`src/hdl/aeq_pkg.sv`:
```
package aeq_pkg;

	// Default depth of the cell chain
	localparam int MAX_ENTRIES_DEF = 16;

	// Field widths
	localparam int ID_W    = 32;
	localparam int CLASS_W = 8;
	localparam int MS_W    = 16;
	localparam int AGE_W   = 17;
	localparam int COUNT_W = 5;
	localparam int CAP_W   = 5;
	localparam int REQ_W   = 2;
	localparam int CFG_IDX_W  = 8;
	localparam int CFG_DATA_W = 16;

	// Request codes
	localparam logic [REQ_W-1:0] REQ_PUSH  = 2'd0;
	localparam logic [REQ_W-1:0] REQ_TICK  = 2'd1;
	localparam logic [REQ_W-1:0] REQ_CLEAR = 2'd2;
	localparam logic [REQ_W-1:0] REQ_QUERY = 2'd3;

	// Register indexes
	localparam logic [CFG_IDX_W-1:0] REG_CAPACITY = 8'd0;
	localparam logic [CFG_IDX_W-1:0] REG_MAX_AGE  = 8'd1;

	// Register reset values
	localparam logic [CAP_W-1:0] CAP_RESET     = 5'd16;
	localparam logic [MS_W-1:0]  MAX_AGE_RESET = 16'd5000;

	// One queue entry as held in a cell
	typedef struct packed {
		logic [ID_W-1:0]    killer;
		logic [ID_W-1:0]    victim;
		logic [CLASS_W-1:0] weapon;
		logic [AGE_W-1:0]   age;
	} entry_t;

	// Operation broadcast to every cell
	typedef struct packed {
		logic push;
		logic tick;
		logic clear;
		logic grow;   // push adds an entry instead of dropping the oldest
	} cell_ctl_t;

endpackage

```
`src/hdl/aeq_cell.sv`:
```
module aeq_cell import aeq_pkg::*; (
	input  logic            clk,
	input  logic            arst_n,
	input  cell_ctl_t       ctl,
	input  logic [MS_W-1:0] elapsed_ms,
	input  logic [MS_W-1:0] max_age_ms,
	input  logic            prev_live,
	input  entry_t          prev_entry,
	output logic            live,
	output entry_t          entry
);

	logic             live_q;
	entry_t           entry_q;
	logic [AGE_W-1:0] age_sum;
	logic             keep;

	// Aged value and survival test for a tick
	always_comb begin
		age_sum = entry_q.age + {1'b0, elapsed_ms};
		keep    = live_q && (age_sum <= {1'b0, max_age_ms});
	end

	// Live flag: the chain of these forms the fill level
	always_ff @(posedge clk or negedge arst_n) begin
		if (!arst_n) begin
			live_q <= 1'b0;
		end else if (ctl.clear) begin
			live_q <= 1'b0;
		end else if (ctl.push && ctl.grow) begin
			live_q <= prev_live;
		end else if (ctl.tick) begin
			live_q <= keep;
		end
	end

	// Entry data: shift back on push, age in place on tick
	always_ff @(posedge clk) begin
		if (ctl.push) begin
			entry_q <= prev_entry;
		end else if (ctl.tick) begin
			entry_q.age <= age_sum;
		end
	end

	assign live  = live_q;
	assign entry = entry_q;

endmodule

```
`src/hdl/aging_event_queue.sv`:
```
// Aging event queue: newest-first list of events with age expiry.
// Command channel: an item is taken at a rising edge with start high and
// busy low; busy stays low, so one item can be taken every cycle.
// req_type selects push (store killer_id, victim_id, event_class as the
// newest entry with age zero), tick (add elapsed_ms to every age and drop
// entries older than max_age_ms), clear, or query only.
// Each item gives one result word: done is high for exactly one cycle, the
// cycle right after the accepting edge, with the newest entry and the count
// after that item. The receiver cannot stall; the word is gone after that
// cycle.
// Throughput is one item per cycle: a row of MAX_ENTRIES cells shifts and
// ages all entries at once at the accepting edge, and the result ports show
// cell 0 and the fill level of the row, which hold the state after the item
// during the done cycle.
// Configuration: cfg_valid/cfg_ready (always ready), cfg_index 0 sets the
// capacity in use, 1 sets the maximum age; other indexes are ignored.
// Reset empties the queue and loads capacity 16 and maximum age 5000 ms.
module aging_event_queue import aeq_pkg::*; #(
	parameter int MAX_ENTRIES = MAX_ENTRIES_DEF
) (
	input  logic                  clk,
	input  logic                  arst_n,
	// command channel
	input  logic                  start,
	output logic                  busy,
	input  logic [REQ_W-1:0]      req_type,
	input  logic [ID_W-1:0]       killer_id,
	input  logic [ID_W-1:0]       victim_id,
	input  logic [CLASS_W-1:0]    event_class,
	input  logic [MS_W-1:0]       elapsed_ms,
	// result
	output logic                  done,
	output logic                  newest_valid,
	output logic [ID_W-1:0]       newest_killer,
	output logic [ID_W-1:0]       newest_victim,
	output logic [CLASS_W-1:0]    newest_weapon,
	output logic [MS_W-1:0]       newest_age_ms,
	output logic [COUNT_W-1:0]    entry_count,
	// configuration
	input  logic                  cfg_valid,
	output logic                  cfg_ready,
	input  logic [CFG_IDX_W-1:0]  cfg_index,
	input  logic [CFG_DATA_W-1:0] cfg_data
);

	localparam int IDX_W = (MAX_ENTRIES > 1) ? $clog2(MAX_ENTRIES) : 1;
	localparam int CNT_W = $clog2(MAX_ENTRIES + 1);
	localparam logic [8:0] MAX_W = 9'(MAX_ENTRIES);

	logic [CAP_W-1:0]       cap_q;
	logic [MS_W-1:0]        max_age_q;
	logic [8:0]             cap_lo;
	logic [8:0]             cap_eff;
	logic [8:0]             cap_m1;
	logic [IDX_W-1:0]       cap_idx;
	logic                   accept;
	cell_ctl_t              ctl;
	entry_t                 in_entry;
	entry_t                 cell_entry [MAX_ENTRIES];
	logic [MAX_ENTRIES-1:0] live_vec;
	logic [MAX_ENTRIES:0]   live_ext;
	logic [CNT_W-1:0]       cnt;
	logic [CNT_W+COUNT_W-1:0] cnt_ext;

	logic                   done_q;

	// Configuration registers
	assign cfg_ready = 1'b1;

	always_ff @(posedge clk or negedge arst_n) begin
		if (!arst_n) begin
			cap_q     <= CAP_RESET;
			max_age_q <= MAX_AGE_RESET;
		end else if (cfg_valid && cfg_ready) begin
			case (cfg_index)
				REG_CAPACITY: cap_q     <= cfg_data[CAP_W-1:0];
				REG_MAX_AGE:  max_age_q <= cfg_data;
				default: ;
			endcase
		end
	end

	// Effective capacity clamped to 1..MAX_ENTRIES, as the index of the last slot
	always_comb begin
		cap_lo  = (cap_q == '0) ? 9'd1 : {4'd0, cap_q};
		cap_eff = (cap_lo > MAX_W) ? MAX_W : cap_lo;
		cap_m1  = cap_eff - 9'd1;
		cap_idx = cap_m1[IDX_W-1:0];
	end

	// Command decode
	assign busy   = 1'b0;
	assign accept = start && !busy;

	always_comb begin
		ctl.push  = accept && (req_type == REQ_PUSH);
		ctl.tick  = accept && (req_type == REQ_TICK);
		ctl.clear = accept && (req_type == REQ_CLEAR);
		// queue is full at the capacity when the slot at cap-1 is live
		ctl.grow  = !live_vec[cap_idx];
		in_entry.killer = killer_id;
		in_entry.victim = victim_id;
		in_entry.weapon = event_class;
		in_entry.age    = '0;
	end

	// Cell chain, cell 0 holds the newest entry
	for (genvar i = 0; i < MAX_ENTRIES; i++) begin : g_cell
		if (i == 0) begin : g_head
			aeq_cell u_cell (
				.clk        (clk),
				.arst_n     (arst_n),
				.ctl        (ctl),
				.elapsed_ms (elapsed_ms),
				.max_age_ms (max_age_q),
				.prev_live  (1'b1),
				.prev_entry (in_entry),
				.live       (live_vec[i]),
				.entry      (cell_entry[i])
			);
		end else begin : g_body
			aeq_cell u_cell (
				.clk        (clk),
				.arst_n     (arst_n),
				.ctl        (ctl),
				.elapsed_ms (elapsed_ms),
				.max_age_ms (max_age_q),
				.prev_live  (live_vec[i-1]),
				.prev_entry (cell_entry[i-1]),
				.live       (live_vec[i]),
				.entry      (cell_entry[i])
			);
		end
	end

	// Fill level: live flags form a prefix, so the count is the position of
	// its last set flag plus one
	assign live_ext = {1'b0, live_vec};

	always_comb begin
		cnt = '0;
		for (int i = 0; i < MAX_ENTRIES; i++) begin
			if (live_ext[i] && !live_ext[i+1]) begin
				cnt = cnt | CNT_W'(i + 1);
			end
		end
		cnt_ext = {{COUNT_W{1'b0}}, cnt};
	end

	// Result: done marks the cycle after the accepting edge, when the row
	// already holds the state after the item
	always_ff @(posedge clk or negedge arst_n) begin
		if (!arst_n) begin
			done_q <= 1'b0;
		end else begin
			done_q <= accept;
		end
	end

	assign done          = done_q;
	assign newest_valid  = live_vec[0];
	assign newest_killer = live_vec[0] ? cell_entry[0].killer : '0;
	assign newest_victim = live_vec[0] ? cell_entry[0].victim : '0;
	assign newest_weapon = live_vec[0] ? cell_entry[0].weapon : '0;
	assign newest_age_ms = live_vec[0] ? cell_entry[0].age[MS_W-1:0] : '0;
	assign entry_count   = cnt_ext[COUNT_W-1:0];

`ifndef SYNTHESIS
	// every accepted item yields a word in the next cycle
	a_done_follows: assert property (@(posedge clk) disable iff (!arst_n)
		accept |=> done)
		else $error("result word missing after accepted item");

	// live flags always form a prefix of the chain
	a_live_prefix: assert property (@(posedge clk) disable iff (!arst_n)
		((live_vec + 1'b1) & live_vec) == '0)
		else $error("live flags are not a prefix");

	// a clear leaves an empty queue
	a_clear_empty: assert property (@(posedge clk) disable iff (!arst_n)
		(accept && (req_type == REQ_CLEAR)) |=> (!newest_valid && entry_count == '0))
		else $error("clear did not empty the queue");

	// a push always leaves the new event as the newest entry
	a_push_newest: assert property (@(posedge clk) disable iff (!arst_n)
		(accept && (req_type == REQ_PUSH)) |=>
		(newest_valid && newest_killer == $past(killer_id) && newest_age_ms == '0))
		else $error("pushed event is not the newest entry");
`endif

endmodule

```
`config.mk`:
```
export PLATFORM = sky130hd
export DESIGN_NAME = aging_event_queue
export DESIGN_NICKNAME = d
export VERILOG_FILES = /design/src/hdl/aeq_pkg.sv /design/src/hdl/aeq_cell.sv /design/src/hdl/aging_event_queue.sv
export SDC_FILE = /design/constraint.sdc
export NUM_CORES = 1
export LEC_CHECK = 0
export BUFFER_PORTS_ARGS = -buffer_cell sky130_fd_sc_hd__clkbuf_2
export CAP_MARGIN = 20
export CORE_AREA = 2 2 258 260
export CTS_CLUSTER_SIZE = 12
export DETAILED_ROUTE_END_ITERATION = 6
export DIE_AREA = 0 0 260 262
export GPL_TIMING_DRIVEN = 0
export PLACE_DENSITY = 0.7
export SLEW_MARGIN = 20
export SYNTH_ARGS = -nofsm -noshare
export SYNTH_HDL_FRONTEND = slang
export SYNTH_SLANG_ARGS = --single-unit
```
`constraint.sdc`:
```
create_clock -name clk -period 4.1 [get_ports clk]
set_clock_uncertainty 0.2 [all_clocks]
set_input_delay 0.205 -clock clk [delete_from_list [all_inputs] [get_ports clk]]
set_output_delay 0.205 -clock clk [all_outputs]
set_load 0.1 [all_outputs]
```
== After elaboration in Yosys (flattened, before gate mapping) ==
Cells that the tools add are included.
Word-level totals
  bits in registers: 382
  output and inout port bits: 97
  input port bits: 118
  word-level logic and storage cells: 236
Operators by class
  $lt $le $gt $ge: 18
  mux-type cells: 102
  $add $sub $neg: 17
  reductions and logical operators: 58
  eq/ne operators: 3
Operators with widths (number)
  2-to-1 mux 17 bit: 30
  adder 17 x 16 -> 17 bit: 16
  <= comparator 17 x 16 -> 1 bit: 16
  2-to-1 mux 32 bit: 2
  2-to-1 mux 1 bit: 50
  2-to-1 mux 4 bit: 9
  logical AND 1 bit: 35
  logical NOT 1 bit: 16
  2-to-1 mux 16 bit: 1
  2-to-1 mux 3 bit: 4
  2-to-1 mux 5 bit: 2
  == test 8 x 1 -> 1 bit, second input constant: 1
  logical NOT 8 bit: 1
  2-to-1 mux 8 bit: 1
  > comparator 5 bit, second input constant: 1
  logical NOT 5 bit: 1
  < comparator 4 x 5 -> 1 bit, second input constant: 1
  binary-select mux 1 bit (select 4 bit): 1
  2-to-1 mux 2 bit: 2
  AND reduction 2 bit: 2
  subtractor 4 x 1 -> 4 bit, second input constant: 1
  nonzero test 3 bit: 1
  == test 2 x 1 -> 1 bit, second input constant: 1
  == test 2 bit, second input constant: 1
  2 further kinds: 2

== Logic depth before layout (Yosys ltp) ==
  word-level depth: 18
  gate-level depth with buffers: 18
  mapped depth without buffers: 18

== By module ==
From an unflattened synthesis, not the netlist that was laid out.
Unflattened totals
  cells, all modules: 4889
  area, all modules: 68690.9 µm²
Modules (own cells, without submodules)
  aeq_cell at g_cell[10].g_body.u_cell ...: area an instance 4265.3 µm², cells each 311, times used 7, sequential area each 2697.6 µm²
  aeq_cell at g_cell[0].g_head.u_cell ...: area an instance 4076.4 µm², cells each 270, times used 4, sequential area each 2697.6 µm²
  aeq_cell at g_cell[8].g_body.u_cell ...: area an instance 4164.0 µm², cells each 286, times used 2, sequential area each 2697.6 µm²
  aeq_cell at g_cell[6].g_body.u_cell ...: area an instance 4147.7 µm², cells each 286, times used 2, sequential area each 2697.6 µm²
  aeq_cell at g_cell[5].g_body.u_cell: area an instance 4085.2 µm², cells each 285, times used 1, sequential area each 2697.6 µm²
  aging_event_queue: area an instance 1819.2 µm², cells each 203, times used 1, sequential area each 558.0 µm²

== Worst setup path after synthesis ==
No wires, ideal clock.
  path kind: input to register
  from: in req_type[1]
  to: reg g_cell[8].g_body.u_cell.live_q
  slack: -2.899 ns
  buffers on the path: 1
  arrival: 6.703 ns
  setup time: 0.095 ns
  stages: 9
  required time: 3.805 ns
  path through: nand2b_1 > inv_1 > nand2_1 > clkbuf_1 > a2111oi_0 > o21ai_0 > a31oi_1 > a21oi_1 > o31ai_1
Between the ends
  cells in the longest elaborated chain, start to end: 5
  elaborated cells between the ends (all ways): 10
  those cells by class: 2 x eq/ne; 2 x mux; 6 x reduce/logical
RTL lines
  start, declared: line aging_event_queue.sv:26  | input logic [REQ_W-1:0] req_type,
  logical NOT 2 bit: line aging_event_queue.sv:96  | ctl.push = accept && (req_type == REQ_PUSH);
  logical AND 1 bit: line aging_event_queue.sv:96
  logical AND 1 bit: line aeq_cell.sv:30  | end else if (ctl.push && ctl.grow) begin
  2-to-1 mux 1 bit: line aeq_cell.sv:30
  2-to-1 mux 1 bit: line aeq_cell.sv:28  | end else if (ctl.clear) begin
  end signal, assigned: line aeq_cell.sv:31  | live_q <= prev_live;
  end signal, assigned: line aeq_cell.sv:33  | live_q <= keep;
  end, declared: line aeq_cell.sv:13  | logic live_q;
Several ways; a longest one is shown, not always the timed one.
A chain may end at the register's enable or synchronous reset.

== Worst setup path in the final report ==
  from: reg g_cell[12].g_body.u_cell.entry_q (netlist bit g_cell[12].g_body.u_cell.entry[0])
  to: reg g_cell[12].g_body.u_cell.live_q
Between the ends
  cells in the longest elaborated chain, start to end: 6
RTL lines
  start, declared: line aeq_cell.sv:14  | entry_t entry_q;
  start signal, assigned: line aeq_cell.sv:40  | entry_q <= prev_entry;
  adder 17 x 16 -> 17 bit: line aeq_cell.sv:20  | age_sum = entry_q.age + {1'b0, elapsed_ms};
  <= comparator 17 x 16 -> 1 bit: line aeq_cell.sv:21  | keep = live_q && (age_sum <= {1'b0, max_age_ms});
  logical AND 1 bit: line aeq_cell.sv:21
  2-to-1 mux 1 bit: line aeq_cell.sv:32  | end else if (ctl.tick) begin
  2-to-1 mux 1 bit: line aeq_cell.sv:30
  2-to-1 mux 1 bit: line aeq_cell.sv:28
  end signal, assigned: line aeq_cell.sv:31
  end signal, assigned: line aeq_cell.sv:33
  end, declared: line aeq_cell.sv:13
Every way passes these cells. The select of a mux whose other input is x is not followed.

==> impl_metrics.yaml <==
logic_synthesis:
  synthMuxAreaShare_pct: 3.72
  yosys-top-cells-area: "edfxtp_1, ha_1, nand2_1"
  yosysMostFrequentCell: "nand2_1"
  async_flop_share_pct: 9.95
  ys_types: 89
  yosysTopAreaCell: "edfxtp_1"
  syn-num-nets: 4062
  synth_area_um2: 32400
  synth_top_family_by_area: "adder cells"
  syn_area_per_cell_um2: 9.49
  synth-seq-area-share_pct: 34.3
  synth_top_area_share_pct: 30.3
  synth_compound_area_share_pct: 16.4
  yosysWarnings: 0
  syn_inst: 3415
  synth-edff-count: 327
  synth_xor_area_share_pct: 5.73
  synth-simple-area-share_pct: 17.0
  synth.top_cells.by_count: "nand2_1, ha_1, edfxtp_1"
  synth_seq_cells: 382
  synthFlopType: "edfxtp_1"
  synth-adder-area-share_pct: 20.8
sta:
  slew_headroom_pct: 14.9
  fin_crit_ns: 4.18
  setup_viol: 1
  fmax_mhz: 239
  worst_pin_slew_ns: 1.27
  drv_slew: 0
  layout_setup_ws_ns: -0.0758
  period_share_pct: 102
  hold_viol_final: 0
  rsz0062_at_grt: "yes"
final_layout:
  num-nets-final: 4482
  areaGrowthSynthToFinish_pct: 19.1
  final_core_util_pct: 59.1
  layoutNonFillerInstCount: 4743
  drive_gt1_share_pct: 16.5
die:
  initial_core_util_pct: 49.6
  rows: 94
  die_width_um: 260
  core-area_um2: 65300
  die_h_um: 262
  pin_count: 215
  die-area_um2: 68100
pwr:
  powerDensity_nw_per_um2: 470
  vdd_drop_max_mv: 0.354
  totalPowerFinal_mw: 18.1
  p_leak_nw: 16.4
worst_setup_path:
  worstPathRequired_ns: 4.44
  path_cells: "ha_4 -> fa_2 -> a211oi_4 -> nor3_2 -> o41a_1 -> or4_4 -> a31o_1 -> a21oi_2 -> xnor2_2 -> ha_4 -> a2111oi_4 -> o21ai_1 -> a21oi_1 -> o21bai_1 -> o21ai_1"
  endpoint_kind: "flop"
  crit_cells: 15
  r2r_start: "g_cell[12].g_body.u_cell.entry[0]$_DFFE_PP_"
  crit_fanout: 3
  critical-path-max-stage-delay_ns: 0.46
  arrival_ns: 4.52
  ff2ff_path_depth: 15
  cpMaxStageDelayCell: "o41a_1"
  crit_family: "compound AO/OA/AOI/OAI gates"
  cp_num_buf_inv: 0
  critPathLaunch: "g_cell[12].g_body.u_cell.entry[0]$_DFFE_PP_"
  crit_type: "flop to flop"
  start_kind: "flop"
global_routing:
  grt_use_total_pct: 29.5
  antenna_found_initial: 4
  grt_pass1_vias: 27100
  grt_overflow_total: 0
  grt_max_degree: 44
  grt_pass1_wl_mm: 155
placed_design:
  place_congestion: 0.910
  io_buffer_count: 212
  place_inst: 4503
  hpwlAfterDp_mm: 73.3
routing:
  wl_mm: 104
  drt_iter0_drc: 2383
  wire_per_inst_um: 22.0
  drc: 0
  antenna_left: 0
  viasPerCell: 5.99
  drt_pass1_iterations: 5
  vias: 28400
min_path:
  min_path_type: "primary input to flop"
  worstHoldStart: "cfg_index[5]"
  min_path_cells: 4
run:
  drv_cap: 0
clocking:
  cts_made_buffers: 48
  clockRootBuffer: "clkbuf_16"
  tritoncts: "built"
  cts_num_sinks: 382
  cts.clk_slew.worst_paths_ns: 0.06
  clock_latency_ns: 0.62
  htree_levels: 2
  cts_max_path_buffers: 3
run_status:
  failed_checks: "negative setup slack"
  outcome: "finished, violations left"
[cells by family (layout without fill, tap and decap cells)]
logic type                 count (synthesis)  in the layout
and+or+nand+nor                         1214           1214
AOI/OAI and AO/OA                        809            809
adders and majority gates                529            529
DFF                                      382            382
xor gates and xnor gates                 212            212
buffers and inverters                    164            624
muxes                                    103            103
other                                      2              6
[worst paths after layout]
path,end,slack (ns)
min in group asynchronous,max_age_q[10]$_DFFE_PN0P_,0.12
worst min-delay path,max_age_q[3]$_DFFE_PN1P_,0.07
worst min register to register,max_age_q[14]$_DFFE_PN0P_,0.32
worst max register to register,g_cell[12].g_body.u_cell.live$_DFFE_PN0P_,-0.08
worst max-delay path,g_cell[12].g_body.u_cell.live$_DFFE_PN0P_,-0.08
max in group asynchronous,max_age_q[0]$_DFFE_PN0P_,2.93
[per-stage QoR]
stage	hold WS [ns]	setup WS (ns)	TNS [ns]	cell area [um2]
after floorplan	-0.291	-0.929	-172.35	32400
after global placement	0.182	-5.30	-970.57	34600
after detailed placement	0.184	-0.934	-11.34	34800
after CTS	0.0166	-0.0171	-0.0171	37700
after global routing	0.0912	-0.237	-1.59	38600
final	0.0684	-0.0758	-0.0758	38600
[per-layer routing]
layer / GRT usage [%] / up-vias / wire length [um]
met1: 38.9 / 13500 / 44200
met3: 4.41 / 292 / 6750
met2: 48.9 / 1069 / 49200
met5: 0 / - / 27
li1: - / 13600 / -
met4: 11.7 / 4 / 4320
[layout make-up]
class / instances / area (um2)
diodes: 4 / 10.0
inverters: 90 / 342
well taps: 864 / 1080
repair buffers: 370 / 2670
plain buffers: 74 / 322
clock inverters: 23 / 210
multi-input cells: 2869 / 21400
fillers: 5617 / 26700
clock buffers: 67 / 1400
flip-flops and latches: 382 / 11100
[state kept, by name, indices dropped and copies added, names as in the netlist]
signal and cells:
cap_q 5, done 1, g_cell.g_body.u_cell.entry 255, g_cell.g_body.u_cell.live 15, g_cell.g_head.u_cell.entry 89, g_cell.g_head.u_cell.live 1
max_age_q 16
[layout by cell type (no fill, tap or decap), types with 15 or more instances in the layout]
cell type and count:
a211oi_1 39, a21o_1 83, a21oi_1 187, a21oi_2 20, a22o_1 21, a31oi_1 24, and2_1 100, and3_1 20
buf_4 50, clkbuf_1 68, clkbuf_16 50, clkbuf_2 212, clkinv_2 15, dfrtp_1 31, dfxtp_1 16, dlygate4sd3_1 99
edfxtp_1 327, ha_1 497, inv_1 78, mux2_2 96, nand2_1 572, nand2b_1 20, nand3_1 57, nand4_1 53
nor2_1 195, nor2b_1 44, nor3_1 67, o211ai_1 24, o21a_1 47, o21ai_0 103, o21ai_1 57, o21bai_1 36
or3_1 27, xnor2_1 151, xor2_1 59
[where the power goes]
group          switching [mW]  internal (mW)  leakage [nW]
Combinational            5.40           3.24          11.9
Sequential              0.293           4.81          3.70
Clock                    1.88           2.51         0.800
[worst register-to-register path: stages, from the launching register on]
cell       delay, ns
edfxtp_1        0.43
ha_4            0.20
fa_2            0.41
a211oi_4        0.28
nor3_2          0.07
o41a_1          0.46
or4_4           0.44
a31o_1          0.20
a21oi_2         0.17
xnor2_2         0.17
ha_4            0.25
a2111oi_4       0.29
o21ai_1         0.16
a21oi_1         0.17
o21bai_1        0.10
o21ai_1         0.11
[timing repair]
item / CTS / global route
hold buffers: 99 / 0
setup endpoints to repair: 15 / 16
setup buffers: 10 / 36
pin swaps: 27 / 103
gates resized for setup: 65 / 120
gates cloned: 0 / 0
endpoints found under the hold margin: 130 / 0
Note: power is estimated with default switching activity, not from simulation.
